**config.mk**
```make
export PLATFORM = sky130hd
export DESIGN_NAME = misp_timestamp_extractor
export DESIGN_NICKNAME = d
export VERILOG_FILES = /design/src/hdl/misp_ts_pkg.sv /design/src/hdl/misp_ts_front.sv /design/src/hdl/misp_ts_queue.sv /design/src/hdl/misp_ts_back.sv /design/src/hdl/misp_timestamp_extractor.sv
export VERILOG_INCLUDE_DIRS = /design/src /design/src/hdl
export SDC_FILE = /design/constraint.sdc
export NUM_CORES = 2
export LEC_CHECK = 0
export BUFFER_PORTS_ARGS = -buffer_cell sky130_fd_sc_hd__buf_2
export CORE_UTILIZATION = 45
export CTS_BUF_LIST = sky130_fd_sc_hd__clkbuf_16
export CTS_CLUSTER_SIZE = 8
export DETAILED_ROUTE_END_ITERATION = 10
export GPL_TIMING_DRIVEN = 0
export PLACE_DENSITY = 0.69
export SETUP_SLACK_MARGIN = 0.02
export SLEW_MARGIN = 20
export SYNTH_ARGS = -nofsm -noshare
export SYNTH_HDL_FRONTEND = slang
export SYNTH_SLANG_ARGS = --single-unit
```
**constraint.sdc**
```tcl
create_clock -name clk -period 12.2 [get_ports clk]
set_input_delay 1.22 -clock clk [delete_from_list [all_inputs] [get_ports clk]]
set_output_delay 1.22 -clock clk [all_outputs]
set_load 0.05 [all_outputs]
```
**src/hdl/misp_timestamp_extractor_assert.svh**
```systemverilog
// Assertion macros shared by the timestamp extractor modules.
// Each macro expects clk and rst_n in the scope where it is used.
`ifndef MISP_TIMESTAMP_EXTRACTOR_ASSERT_SVH
`define MISP_TIMESTAMP_EXTRACTOR_ASSERT_SVH

// Condition holds at every clock edge out of reset.
`define MTS_ASSERT_ALWAYS(label, cond, msg) \
  label: assert property (@(posedge clk) disable iff (!rst_n) (cond)) else $error(msg);

// Antecedent implies consequent in the same cycle.
`define MTS_ASSERT_IMPLIES(label, ante, cons, msg) \
  label: assert property (@(posedge clk) disable iff (!rst_n) (ante) |-> (cons)) \
    else $error(msg);

// Antecedent implies consequent in the next cycle.
`define MTS_ASSERT_NEXT(label, ante, cons, msg) \
  label: assert property (@(posedge clk) disable iff (!rst_n) (ante) |=> (cons)) \
    else $error(msg);

`endif

```
**src/hdl/misp_ts_pkg.sv**
```systemverilog
package misp_ts_pkg;

  // Tag and field geometry
  localparam int TAG_BYTES   = 16;
  localparam int FIELD_BYTES = 12;
  localparam int WINDOW_W    = TAG_BYTES * 8;
  localparam int FILL_W      = $clog2(TAG_BYTES + 1);
  localparam int POS_W       = $clog2(FIELD_BYTES);
  localparam int TIME_W      = 64;
  localparam int CFG_W       = 64;
  localparam int CFG_INDEX_W = 3;

  // Every third field byte is a guard byte
  localparam logic [1:0] PHASE_LAST  = 2'd2;
  localparam logic [1:0] GUARD_PHASE = 2'd2;

  // Configuration register indexes
  typedef enum logic [CFG_INDEX_W-1:0] {
    CFG_TAG_MODE    = 3'd0,
    CFG_STRING_HIGH = 3'd1,
    CFG_STRING_LOW  = 3'd2,
    CFG_MICRO_HIGH  = 3'd3,
    CFG_MICRO_LOW   = 3'd4,
    CFG_NANO_HIGH   = 3'd5,
    CFG_NANO_LOW    = 3'd6
  } cfg_index_t;

  // Parser state
  typedef enum logic [1:0] {
    FS_HUNT,
    FS_STATUS,
    FS_FIELD
  } front_state_t;

  typedef struct packed {
    logic [7:0] byte_in;
    logic       buffer_end;
  } in_item_t;

  typedef struct packed {
    logic [TIME_W-1:0] time_ns;
    logic [7:0]        status_byte;
    logic              was_nano;
  } out_item_t;

  // Parsed packet waiting for scaling
  typedef struct packed {
    logic [TIME_W-1:0] count;
    logic [7:0]        status_byte;
    logic              was_nano;
  } job_t;

  typedef struct packed {
    logic             tag_mode;
    logic [CFG_W-1:0] string_tag_high;
    logic [CFG_W-1:0] string_tag_low;
    logic [CFG_W-1:0] micro_uuid_high;
    logic [CFG_W-1:0] micro_uuid_low;
    logic [CFG_W-1:0] nano_uuid_high;
    logic [CFG_W-1:0] nano_uuid_low;
  } cfg_t;

endpackage

```
**src/hdl/misp_ts_front.sv**
```systemverilog
`include "misp_timestamp_extractor_assert.svh"

module misp_ts_front
  import misp_ts_pkg::*;
(
  input  logic     clk,
  input  logic     rst_n,
  input  cfg_t     cfg,
  input  logic     in_valid,
  output logic     in_ready,
  input  in_item_t in_data,
  input  logic     q_full,
  output logic     push,
  output job_t     push_data
);

  front_state_t          state_r, state_nxt;
  logic [WINDOW_W-1:0]   win_r, win_nxt;
  logic [FILL_W-1:0]     fill_r, fill_nxt;
  logic [POS_W-1:0]      pos_r, pos_nxt;
  logic [1:0]            phase_r, phase_nxt;
  logic [TIME_W-1:0]     acc_r, acc_nxt;
  logic [7:0]            status_r, status_nxt;
  logic                  nano_r, nano_nxt;

  logic                  fire;
  logic [WINDOW_W-1:0]   win_shift;
  logic                  win_full;
  logic                  str_match, micro_match, nano_match;
  logic                  hit, nano_hit;
  logic                  last_pos;

  // Accept while the queue has room
  assign in_ready = !q_full;
  assign fire     = in_valid && in_ready;

  // Window compare on the shifted-in byte
  assign win_shift   = {win_r[WINDOW_W-9:0], in_data.byte_in};
  assign win_full    = fill_r >= FILL_W'(TAG_BYTES - 1);
  assign str_match   = win_shift == {cfg.string_tag_high, cfg.string_tag_low};
  assign micro_match = win_shift == {cfg.micro_uuid_high, cfg.micro_uuid_low};
  assign nano_match  = win_shift == {cfg.nano_uuid_high, cfg.nano_uuid_low};
  assign hit      = win_full && (cfg.tag_mode ? (nano_match || micro_match) : str_match);
  assign nano_hit = cfg.tag_mode && nano_match;
  assign last_pos = pos_r == POS_W'(FIELD_BYTES - 1);

  // Next state
  always_comb begin
    state_nxt = state_r;
    if (fire) begin
      unique case (state_r)
        FS_HUNT:   if (hit) state_nxt = FS_STATUS;
        FS_STATUS: state_nxt = FS_FIELD;
        FS_FIELD:  if (last_pos) state_nxt = FS_HUNT;
        default:   state_nxt = FS_HUNT;
      endcase
      if (in_data.buffer_end) state_nxt = FS_HUNT;
    end
  end

  // Datapath and queue push
  always_comb begin
    win_nxt    = win_r;
    fill_nxt   = fill_r;
    pos_nxt    = pos_r;
    phase_nxt  = phase_r;
    acc_nxt    = acc_r;
    status_nxt = status_r;
    nano_nxt   = nano_r;
    push       = 1'b0;
    if (fire) begin
      unique case (state_r)
        FS_HUNT: begin
          win_nxt = win_shift;
          if (hit) begin
            fill_nxt = '0;
            acc_nxt  = '0;
            nano_nxt = nano_hit;
          end else if (fill_r != FILL_W'(TAG_BYTES)) begin
            fill_nxt = fill_r + FILL_W'(1);
          end
        end
        FS_STATUS: begin
          status_nxt = in_data.byte_in;
          pos_nxt    = '0;
          phase_nxt  = '0;
        end
        FS_FIELD: begin
          // drop guard bytes, shift the rest in big-endian
          if (phase_r != GUARD_PHASE) acc_nxt = {acc_r[TIME_W-9:0], in_data.byte_in};
          phase_nxt = (phase_r == PHASE_LAST) ? 2'd0 : phase_r + 2'd1;
          pos_nxt   = pos_r + POS_W'(1);
          push      = last_pos;
        end
        default: ;
      endcase
      if (in_data.buffer_end) fill_nxt = '0;
    end
  end

  assign push_data.count       = acc_nxt;
  assign push_data.status_byte = status_r;
  assign push_data.was_nano    = nano_r;

  // Control state
  always_ff @(posedge clk) begin
    if (!rst_n) begin
      state_r <= FS_HUNT;
      fill_r  <= '0;
    end else begin
      state_r <= state_nxt;
      fill_r  <= fill_nxt;
    end
  end

  // Payload
  always_ff @(posedge clk) begin
    win_r    <= win_nxt;
    pos_r    <= pos_nxt;
    phase_r  <= phase_nxt;
    acc_r    <= acc_nxt;
    status_r <= status_nxt;
    nano_r   <= nano_nxt;
  end

  `MTS_ASSERT_IMPLIES(a_empty_window_in_capture, state_r != FS_HUNT, fill_r == '0, "window not empty during capture")
  `MTS_ASSERT_IMPLIES(a_push_has_room, push, !q_full, "push into full queue")
  `MTS_ASSERT_NEXT(a_hunt_after_push, push, state_r == FS_HUNT, "capture did not end after push")

endmodule

```
**src/hdl/misp_ts_queue.sv**
```systemverilog
`include "misp_timestamp_extractor_assert.svh"

module misp_ts_queue
  import misp_ts_pkg::*;
#(
  parameter int DEPTH = 2
) (
  input  logic clk,
  input  logic rst_n,
  input  logic push,
  input  job_t push_data,
  input  logic pop,
  output job_t head,
  output logic full,
  output logic not_empty
);

  localparam int PTR_W = (DEPTH > 1) ? $clog2(DEPTH) : 1;
  localparam int CNT_W = $clog2(DEPTH + 1);

  job_t             mem_r [DEPTH];
  logic [PTR_W-1:0] wr_ptr_r, wr_ptr_nxt;
  logic [PTR_W-1:0] rd_ptr_r, rd_ptr_nxt;
  logic [CNT_W-1:0] count_r, count_nxt;

  assign full      = count_r == CNT_W'(DEPTH);
  assign not_empty = count_r != '0;
  assign head      = mem_r[rd_ptr_r];

  // Advance pointers and occupancy
  always_comb begin
    wr_ptr_nxt = wr_ptr_r;
    rd_ptr_nxt = rd_ptr_r;
    count_nxt  = count_r;
    if (push) wr_ptr_nxt = (wr_ptr_r == PTR_W'(DEPTH - 1)) ? '0 : wr_ptr_r + PTR_W'(1);
    if (pop)  rd_ptr_nxt = (rd_ptr_r == PTR_W'(DEPTH - 1)) ? '0 : rd_ptr_r + PTR_W'(1);
    if (push && !pop)      count_nxt = count_r + CNT_W'(1);
    else if (pop && !push) count_nxt = count_r - CNT_W'(1);
  end

  always_ff @(posedge clk) begin
    if (!rst_n) begin
      wr_ptr_r <= '0;
      rd_ptr_r <= '0;
      count_r  <= '0;
    end else begin
      wr_ptr_r <= wr_ptr_nxt;
      rd_ptr_r <= rd_ptr_nxt;
      count_r  <= count_nxt;
    end
  end

  // Store entry
  always_ff @(posedge clk) begin
    if (push) mem_r[wr_ptr_r] <= push_data;
  end

  `MTS_ASSERT_ALWAYS(a_count_bound, count_r <= CNT_W'(DEPTH), "queue count past depth")
  `MTS_ASSERT_IMPLIES(a_pop_not_empty, pop, not_empty, "pop from empty queue")

endmodule

```
**src/hdl/misp_ts_back.sv**
```systemverilog
module misp_ts_back
  import misp_ts_pkg::*;
(
  input  logic      clk,
  input  logic      rst_n,
  input  logic      q_valid,
  input  job_t      q_head,
  output logic      pop,
  output logic      out_valid,
  input  logic      out_ready,
  output out_item_t out_data
);

  logic              out_valid_r, out_valid_nxt;
  out_item_t         out_r;
  logic [TIME_W-1:0] scaled;

  // Microseconds to nanoseconds: x*1000 = x*1024 - x*16 - x*8, modulo 2^64
  assign scaled = {q_head.count[TIME_W-11:0], 10'b0}
                - {q_head.count[TIME_W-5:0], 4'b0}
                - {q_head.count[TIME_W-4:0], 3'b0};

  // Load the output register when it is free or being taken
  assign pop = q_valid && (!out_valid_r || out_ready);

  always_comb begin
    out_valid_nxt = out_valid_r;
    if (pop)            out_valid_nxt = 1'b1;
    else if (out_ready) out_valid_nxt = 1'b0;
  end

  always_ff @(posedge clk) begin
    if (!rst_n) out_valid_r <= 1'b0;
    else        out_valid_r <= out_valid_nxt;
  end

  always_ff @(posedge clk) begin
    if (pop) begin
      out_r.time_ns     <= q_head.was_nano ? q_head.count : scaled;
      out_r.status_byte <= q_head.status_byte;
      out_r.was_nano    <= q_head.was_nano;
    end
  end

  assign out_valid = out_valid_r;
  assign out_data  = out_r;

endmodule

```
**src/hdl/misp_timestamp_extractor.sv**
```systemverilog
// Timestamp tag parser for a metadata byte stream.
// Input channel (in_valid/in_ready/in_data): one byte per item, with
// buffer_end marking the last byte of a buffer. Bytes slide through a
// 16-byte window that is compared against the string tag, or against the
// microsecond and nanosecond UUID tags, per the tag mode register.
// After a match, a status byte and 12 timestamp bytes follow; every third
// timestamp byte is a guard and is dropped. Microsecond counts are scaled
// by 1000 modulo 2^64. An unfinished packet is dropped at buffer end.
// Output channel (out_valid/out_ready/out_data): one item per packet.
// Throughput: one byte per cycle while in_ready is high, set by the combinational window compare.
// The edge that accepts the last timestamp byte writes the result into the
// queue; the output register loads it when it is free or being taken.
// Configuration (cfg_we/cfg_index/cfg_wdata) writes the register selected by cfg_index.
// Reset clears the configuration and control registers and empties the window; the parser starts hunting.
// When out_ready stays low, results gather in a short queue; once it is
// full, in_ready drops until the receiver takes a result.
module misp_timestamp_extractor
  import misp_ts_pkg::*;
#(
  parameter int QUEUE_DEPTH = 2
) (
  input  logic                   clk,
  input  logic                   rst_n,
  input  logic                   in_valid,
  output logic                   in_ready,
  input  in_item_t               in_data,
  output logic                   out_valid,
  input  logic                   out_ready,
  output out_item_t              out_data,
  input  logic                   cfg_we,
  input  logic [CFG_INDEX_W-1:0] cfg_index,
  input  logic [CFG_W-1:0]       cfg_wdata
);

  cfg_t cfg_r, cfg_nxt;
  logic q_full, q_not_empty, push, pop;
  job_t push_data, q_head;

  // Register writes
  always_comb begin
    cfg_nxt = cfg_r;
    if (cfg_we) begin
      unique case (cfg_index)
        CFG_TAG_MODE:    cfg_nxt.tag_mode        = cfg_wdata[0];
        CFG_STRING_HIGH: cfg_nxt.string_tag_high = cfg_wdata;
        CFG_STRING_LOW:  cfg_nxt.string_tag_low  = cfg_wdata;
        CFG_MICRO_HIGH:  cfg_nxt.micro_uuid_high = cfg_wdata;
        CFG_MICRO_LOW:   cfg_nxt.micro_uuid_low  = cfg_wdata;
        CFG_NANO_HIGH:   cfg_nxt.nano_uuid_high  = cfg_wdata;
        CFG_NANO_LOW:    cfg_nxt.nano_uuid_low   = cfg_wdata;
        default: ;
      endcase
    end
  end

  always_ff @(posedge clk) begin
    if (!rst_n) cfg_r <= '0;
    else        cfg_r <= cfg_nxt;
  end

  misp_ts_front u_front (
    .clk       (clk),
    .rst_n     (rst_n),
    .cfg       (cfg_r),
    .in_valid  (in_valid),
    .in_ready  (in_ready),
    .in_data   (in_data),
    .q_full    (q_full),
    .push      (push),
    .push_data (push_data)
  );

  misp_ts_queue #(
    .DEPTH (QUEUE_DEPTH)
  ) u_queue (
    .clk       (clk),
    .rst_n     (rst_n),
    .push      (push),
    .push_data (push_data),
    .pop       (pop),
    .head      (q_head),
    .full      (q_full),
    .not_empty (q_not_empty)
  );

  misp_ts_back u_back (
    .clk       (clk),
    .rst_n     (rst_n),
    .q_valid   (q_not_empty),
    .q_head    (q_head),
    .pop       (pop),
    .out_valid (out_valid),
    .out_ready (out_ready),
    .out_data  (out_data)
  );

endmodule
```
### Yosys cells after proc, flatten, opt, wreduce, memory -nomap -nowiden

Memories as Yosys holds them, arrays and structs flattened. A register that Yosys moved wholly into a read port is not among the register bits.
Index checks and enable logic that the tools add are counted.

| operators by class | value |
|---|---|
| add/subtract/negate cells | 9 |
| $lt $le $gt $ge | 1 |
| eq/ne operators | 18 |
| muxes and demuxes | 29 |
| reduce and logical (&&, ||, !) cells | 33 |

Operator list:

| kind | count |
|---|---|
| equality test 128 bit | 3 |
| two-way mux 64 bit | 4 |
| one-hot mux 64 bit (2 select lines) | 1 |
| subtractor 64 bit | 2 |
| two-way mux 5 bit | 4 |
| AND reduction 2 bit | 10 |
| two-way mux 2 bit | 6 |
| two-way mux 1 bit | 11 |
| nonzero test 2 bit | 5 |
| equality test 3 bit (second input constant) | 3 |
| AND reduction 3 bit | 3 |
| one-hot mux 4 bit (2 select lines) | 1 |
| equality test 2 bit (second input constant) | 3 |
| equality test 3 x 2 -> 1 bit (second input constant) | 2 |
| logical AND 1 bit | 6 |
| != test 3 x 2 -> 1 bit (second input constant) | 2 |
| one-hot mux 2 bit (3 select lines) | 1 |
| adder 5 x 1 -> 5 bit (second input constant) | 1 |
| greater-or-equal comparator 5 x 4 -> 1 bit (second input constant) | 1 |
| != test 5 bit (second input constant) | 1 |
| adder 2 x 1 -> 2 bit (second input constant) | 2 |
| adder 4 x 1 -> 4 bit (second input constant) | 1 |
| equality test 4 bit (second input constant) | 1 |
| zero test 1 bit | 4 |
| 10 further kinds | 12 |

| word-level totals | value |
|---|---|
| flip-flop bits (word level) | 669 |
| RAM bits | 146 |
| input bits | 81 |
| output and inout bits | 75 |
| logic and storage cells | 113 |
| memories | 1 |

Memories:

| memory | words | bits a word | rd ports | clocked after Yosys merged registers in | wr ports | line | RTL |
|---|---|---|---|---|---|---|---|
| u_queue.mem_r | 2 | 73 | 1 | 1 | 1 | misp_ts_queue.sv:21 | `job_t mem_r [DEPTH];` |

### Logic depth before layout (Yosys ltp)

| depth | value |
|---|---|
| depth after elaboration | 8 |
| depth in mapped cells | 18 |
| depth with buffers taken out | 15 |

### By module

A second synthesis with hierarchy kept.

| second synthesis, totals | value |
|---|---|
| cells, all modules | 3393 |
| area, all modules | 38578.2 um^2 |

Modules (own cells, without submodules):

| module | instances | cells each | area each (um^2) | seq. area each (um^2) |
|---|---|---|---|---|
| misp_timestamp_extractor | 1 | 1318 | 13974.7 | 7707.4 |
| misp_ts_front | 1 | 893 | 10890.4 | 5475.3 |
| misp_ts_back | 1 | 933 | 8199.1 | 2212.1 |
| misp_ts_queue | 1 | 249 | 5514.0 | 4484.3 |

### Least setup slack after synthesis

Ideal clock, no wire load.

| timing path | value |
|---|---|
| kind | input to register |
| from | in out_ready |
| to | reg u_queue.count_r[1] |
| library setup time | 0.076 ns |
| data arrival time | 5.471 ns |
| data required time | 12.124 ns |
| slack | 6.653 ns |
| stages | 6 |
| path buffers | 0 |
| cells stage by stage | nor2b_1 -> nor2_1 -> inv_1 -> ha_1 -> or3_1 -> a21boi_0 |

| on the way | value |
|---|---|
| word-level cells in the longest chain between the ends | 5 |
| elaborated cells on any way between the ends | 7 |
| those cells by class | mux (1); reduce/logical (6) |

Ends and longest elaborated chain:

| element | line | RTL |
|---|---|---|
| from (decl) | misp_timestamp_extractor.sv:28 | `input logic out_ready,` |
| logical OR 1 bit (*) | misp_ts_back.sv:24 | `assign pop = q_valid && (!out_valid_r \|\| out_ready);` |
| logical AND 1 bit (*) | misp_ts_back.sv:24 |  |
| via pop | misp_timestamp_extractor.sv:36 | `logic q_full, q_not_empty, push, pop;` |
| zero test 1 bit | misp_ts_queue.sv:37 | `if (push && !pop) count_nxt = count_r + CNT_W'(1);` |
| logical AND 1 bit | misp_ts_queue.sv:37 |  |
| two-way mux 2 bit or nonzero test 2 bit (tied branches) | -- |  |
| to (signal assigned) | misp_ts_queue.sv:49 | `count_r <= count_nxt;` |
| to (decl) | misp_ts_queue.sv:24 | `logic [CNT_W-1:0] count_r, count_nxt;` |

The timed path passes the listed nets; every way through them passes the cells marked *.
A chain may end at the register's enable or synchronous reset.

==> results.yml <==
logic_synthesis:
  synth-simple-area-share_pct: 13.6
  ys_top_cells_by_area: "edfxtp_1 28%, dfxtp_1 24%, nand2_1 8.2%"
  yosysTopAreaCellShare_pct: 27.8
  ys.warnings.count: 0
  synth_top_family_by_area: "compound AO/OA/AOI/OAI gates"
  ys_top_cells_by_count: "835 x nand2_1, 462 x dfxtp_1, 390 x a21boi_0"
  syn_area_um2: 38300
  synth_edf_count: 354
  synthAdderAreaFrac_pct: 5.29
  synth_mux_area_share_pct: 2.19
  syn_inst: 3737
  yosysSeqAreaShare_pct: 51.9
  synth_compound_area_share_pct: 14.4
  synth_top_area_cell: "edfxtp_1"
  syn-num-nets: 3948
  ys.flop_type: "dfxtp_1"
  ys_seq_elements: 816
  synth-async-reset-ratio_pct: 0
  synth_cell_types: 67
  synth_most_common_cell: "nand2_1"
  yosys.area_share.xor_xnor_pct: 9.50
  synth.avg_cell_area_um2: 10.2
floorplan:
  die_w_um: 294
  row_count: 106
  die_area_um2: 86200
  io_pins: 156
  coreArea_um2: 84000
  die_y_um: 294
  start_util_pct: 45.6
setup_path:
  startpoint_type: "flop"
  crit_slowest_cell: "a2111oi_0"
  slowest_delay_ps: 930
  r2r-end: "u_back.out_data[71]$_DFFE_PP_"
  crit_fanout: 10
  path_class: "flop to flop"
  r2r_slack_ps: 5110
  worst_ep_arrival_time_ps: 7580
  crit_chain: "buf_2 -> buf_1 -> buf_1 -> mux2i_1 -> inv_1 -> fa_1 -> ha_1 -> and4_1 -> and3_1 -> a22oi_1 -> nand3b_1 -> a21oi_1 -> a21oi_1 -> a2111oi_0 -> o21ai_0 -> and3_1 -> nor3_1"
  crit_required_ps: 12700
  end_kind: "flop"
  r2r_cells: 17
timing:
  maxSlewViolCount: 0
  worstMarginPinSlew_ps: 1250
  rsz0062_at_grt: "no"
  clock_skew_ps: 24.6
  setup_viol: 0
  clock.fmax_mhz: 141
  maxSlewHeadroom_pct: 16.8
  hold_violations: 0
  finalSetupTns_ps: 0
  setup_ws_ps: 5110
  fin_crit_ps: 7090
  period_share_pct: 58.1
layout:
  drive_gt1_share_pct: 8.83
  layout.nets: 4229
  nFillCells: 7492
  area_growth_pct: 15.3
power_and_ir_drop:
  powerDensity_nw_per_um2: 166
  leakage_nw: 15.6
  ir_drop_uv: 124
  power.total_mw: 7.31
hold_path:
  hp-class: "flop to flop"
  hp-start: "u_front.status_r[7]$_DFFE_PP_"
  hold_depth: 0
  hold_end: "u_queue.mem_r[0][8]$_DFFE_PP_"
global_route:
  antenna_found_initial: 12
  grt_max_degree: 64
  grt_pass1_wl_mm: 192
  globalRouteMet1Util_pct: 39.4
  gr-total-overflow: 0
  grt.busiest_layer: "met2"
  grtUsageMet2_pct: 47.4
  track_usage_pct: 30.8
  grt_pass1_vias: 28500
  use_met3_pct: 6.77
placement:
  place_congestion: 1.07
  hpwl_mm: 102
  preCtsSetupSlack_ps: 5250
  port_buffers: 152
routing:
  ant_nets: 0
  drc: 0
  via_per_inst: 5.66
  wl_per_cell_um: 25.5
  num_vias: 29800
  routed_wl_mm: 134
  dr.first_iter.drc_count: 3181
  dr.pass1.iters: 6
clock_network:
  clk_pin_slew_ps: 50
  cts_max_path_buffers: 3
  ctsResizeCount: 0
  worstSkewPairLatency_ps: 700
  htreeDepth: 3
  cts_hold_buf: 0
  cts_buffers: 113
  cts_num_sinks: 816
  postCtsSetupRepairBufs: 0
  cts-root-buf: "clkbuf_16"
  cts_tree: "yes"
job:
  drv_cap: 0
status:
  status: "complete, no violations"
==> stage by stage <==
step / area, um2 / cells / hold slack (ps) / utilization, %
finish: 44100 / 5258 / 445 / 52.6
global route: 44100 / 5249 / 453 / 52.5
CTS: 44100 / 5247 / 442 / 52.5
detailed placement: 40800 / 5037 / 433 / 48.6
global placement: 40500 / 5023 / 422 / 48.2
floorplan: 38300 / 3737 / 421 / -
==> where the power goes <==
part | internal [mW] | switching [mW]
sequential | 3.08 | 0.219
combinational | 0.325 | 0.799
clock | 1.67 | 1.22
total | 5.08 | 2.23
==> per-layer routing <==
metal  part of all wire, %  up-vias  wire length (um)
met1                    39    14400             53000
li1                      -    13500                 -
met2                    44     1488             59300
met3                   9.4      385             12600
met5                 0.048        -                64
met4                   6.9       10              9200
==> cell type report <==
cell class	instances	area [um2]	share of cell area, %
Sequential cell	816	19900	45.0
Multi-Input combinational cell	2619	17300	39.1
Clock buffer	114	2850	6.46
Tap cell	1134	1420	3.21
Timing Repair Buffer	166	1040	2.36
Buffer	192	776	1.76
Clock inverter	96	467	1.06
Inverter	110	420	0.952
Antenna cell	11	27.5	0.0624
==> worst max-delay path by stage <==
stage | to | cells past startpoint
after floorplan | u_queue.count_r[1]$_SDFFE_PN0P_ | 6
after CTS | u_back.out_data[71]$_DFFE_PP_ | 17
after detailed placement | u_back.out_data[71]$_DFFE_PP_ | 17
final | u_back.out_data[71]$_DFFE_PP_ | 17
after global routing | u_back.out_data[71]$_DFFE_PP_ | 18
after global placement | u_queue.mem_r[1][13]$_DFFE_PP_ | 5
==> cells by family (layout without fill, tap and decap cells) <==
group / Yosys count / in the layout
AND/OR/NAND/NOR: 1214 / 1214
flip-flops: 816 / 816
AO/OA/AOI/OAI: 782 / 782
XOR/XNOR: 415 / 415
buffers and inverters: 302 / 678
adder cells (fa/ha/maj): 130 / 130
multiplexers: 78 / 78
other: 0 / 11
==> registers in the layout (all words and copies together), names as in the netlist, named ones only <==
| signal | flops |
|---|---|
| cfg_r | 385 |
| u_back.out_data | 73 |
| u_back.out_valid | 1 |
| u_front.acc_r | 64 |
| u_front.fill_r | 5 |
| u_front.nano_r | 1 |
| u_front.phase_r | 2 |
| u_front.pos_r | 4 |
| u_front.state_r | 2 |
| u_front.status_r | 8 |
| u_front.win_r | 120 |
| u_queue.count_r | 2 |
| u_queue.mem_r | 146 |
| u_queue.rd_ptr_r | 1 |
| u_queue.wr_ptr_r | 1 |
==> layout by cell type (no fill, tap or decap), types with 16 or more instances in the layout <==
| cell type | synthesis | final |
|---|---|---|
| nand3_1 | 23 | 23 |
| inv_1 | 109 | 193 |
| a21o_1 | 35 | 35 |
| xnor2_1 | 332 | 332 |
| mux2_2 | 45 | 45 |
| dfxtp_1 | 462 | 462 |
| o21ai_0 | 57 | 57 |
| mux2i_1 | 33 | 33 |
| ha_1 | 77 | 77 |
| nor4_1 | 39 | 38 |
| a22o_1 | 71 | 71 |
| clkbuf_1 | 175 | 174 |
| nor2b_1 | 21 | 21 |
| buf_2 | 1 | 153 |
| nand4_1 | 104 | 104 |
| o21bai_1 | 16 | 16 |
| xor2_1 | 83 | 83 |
| edfxtp_1 | 354 | 354 |
| nand2_1 | 835 | 835 |
| a21oi_1 | 137 | 137 |
| nor2_1 | 117 | 110 |
| fa_1 | 53 | 53 |
| clkbuf_16 | 0 | 114 |
| a21boi_0 | 390 | 390 |
| nor3_1 | 21 | 20 |
==> critical path: cells and delay by family, from the launching register on <==
kind	cells	cell delay, ps
compound gates	5	2150
fa+ha+maj	2	890
buf+inv	4	1820
flops	1	330
mux	1	610
simple gates	5	1090
No activity file was read; power rests on OpenSTA's default activity.
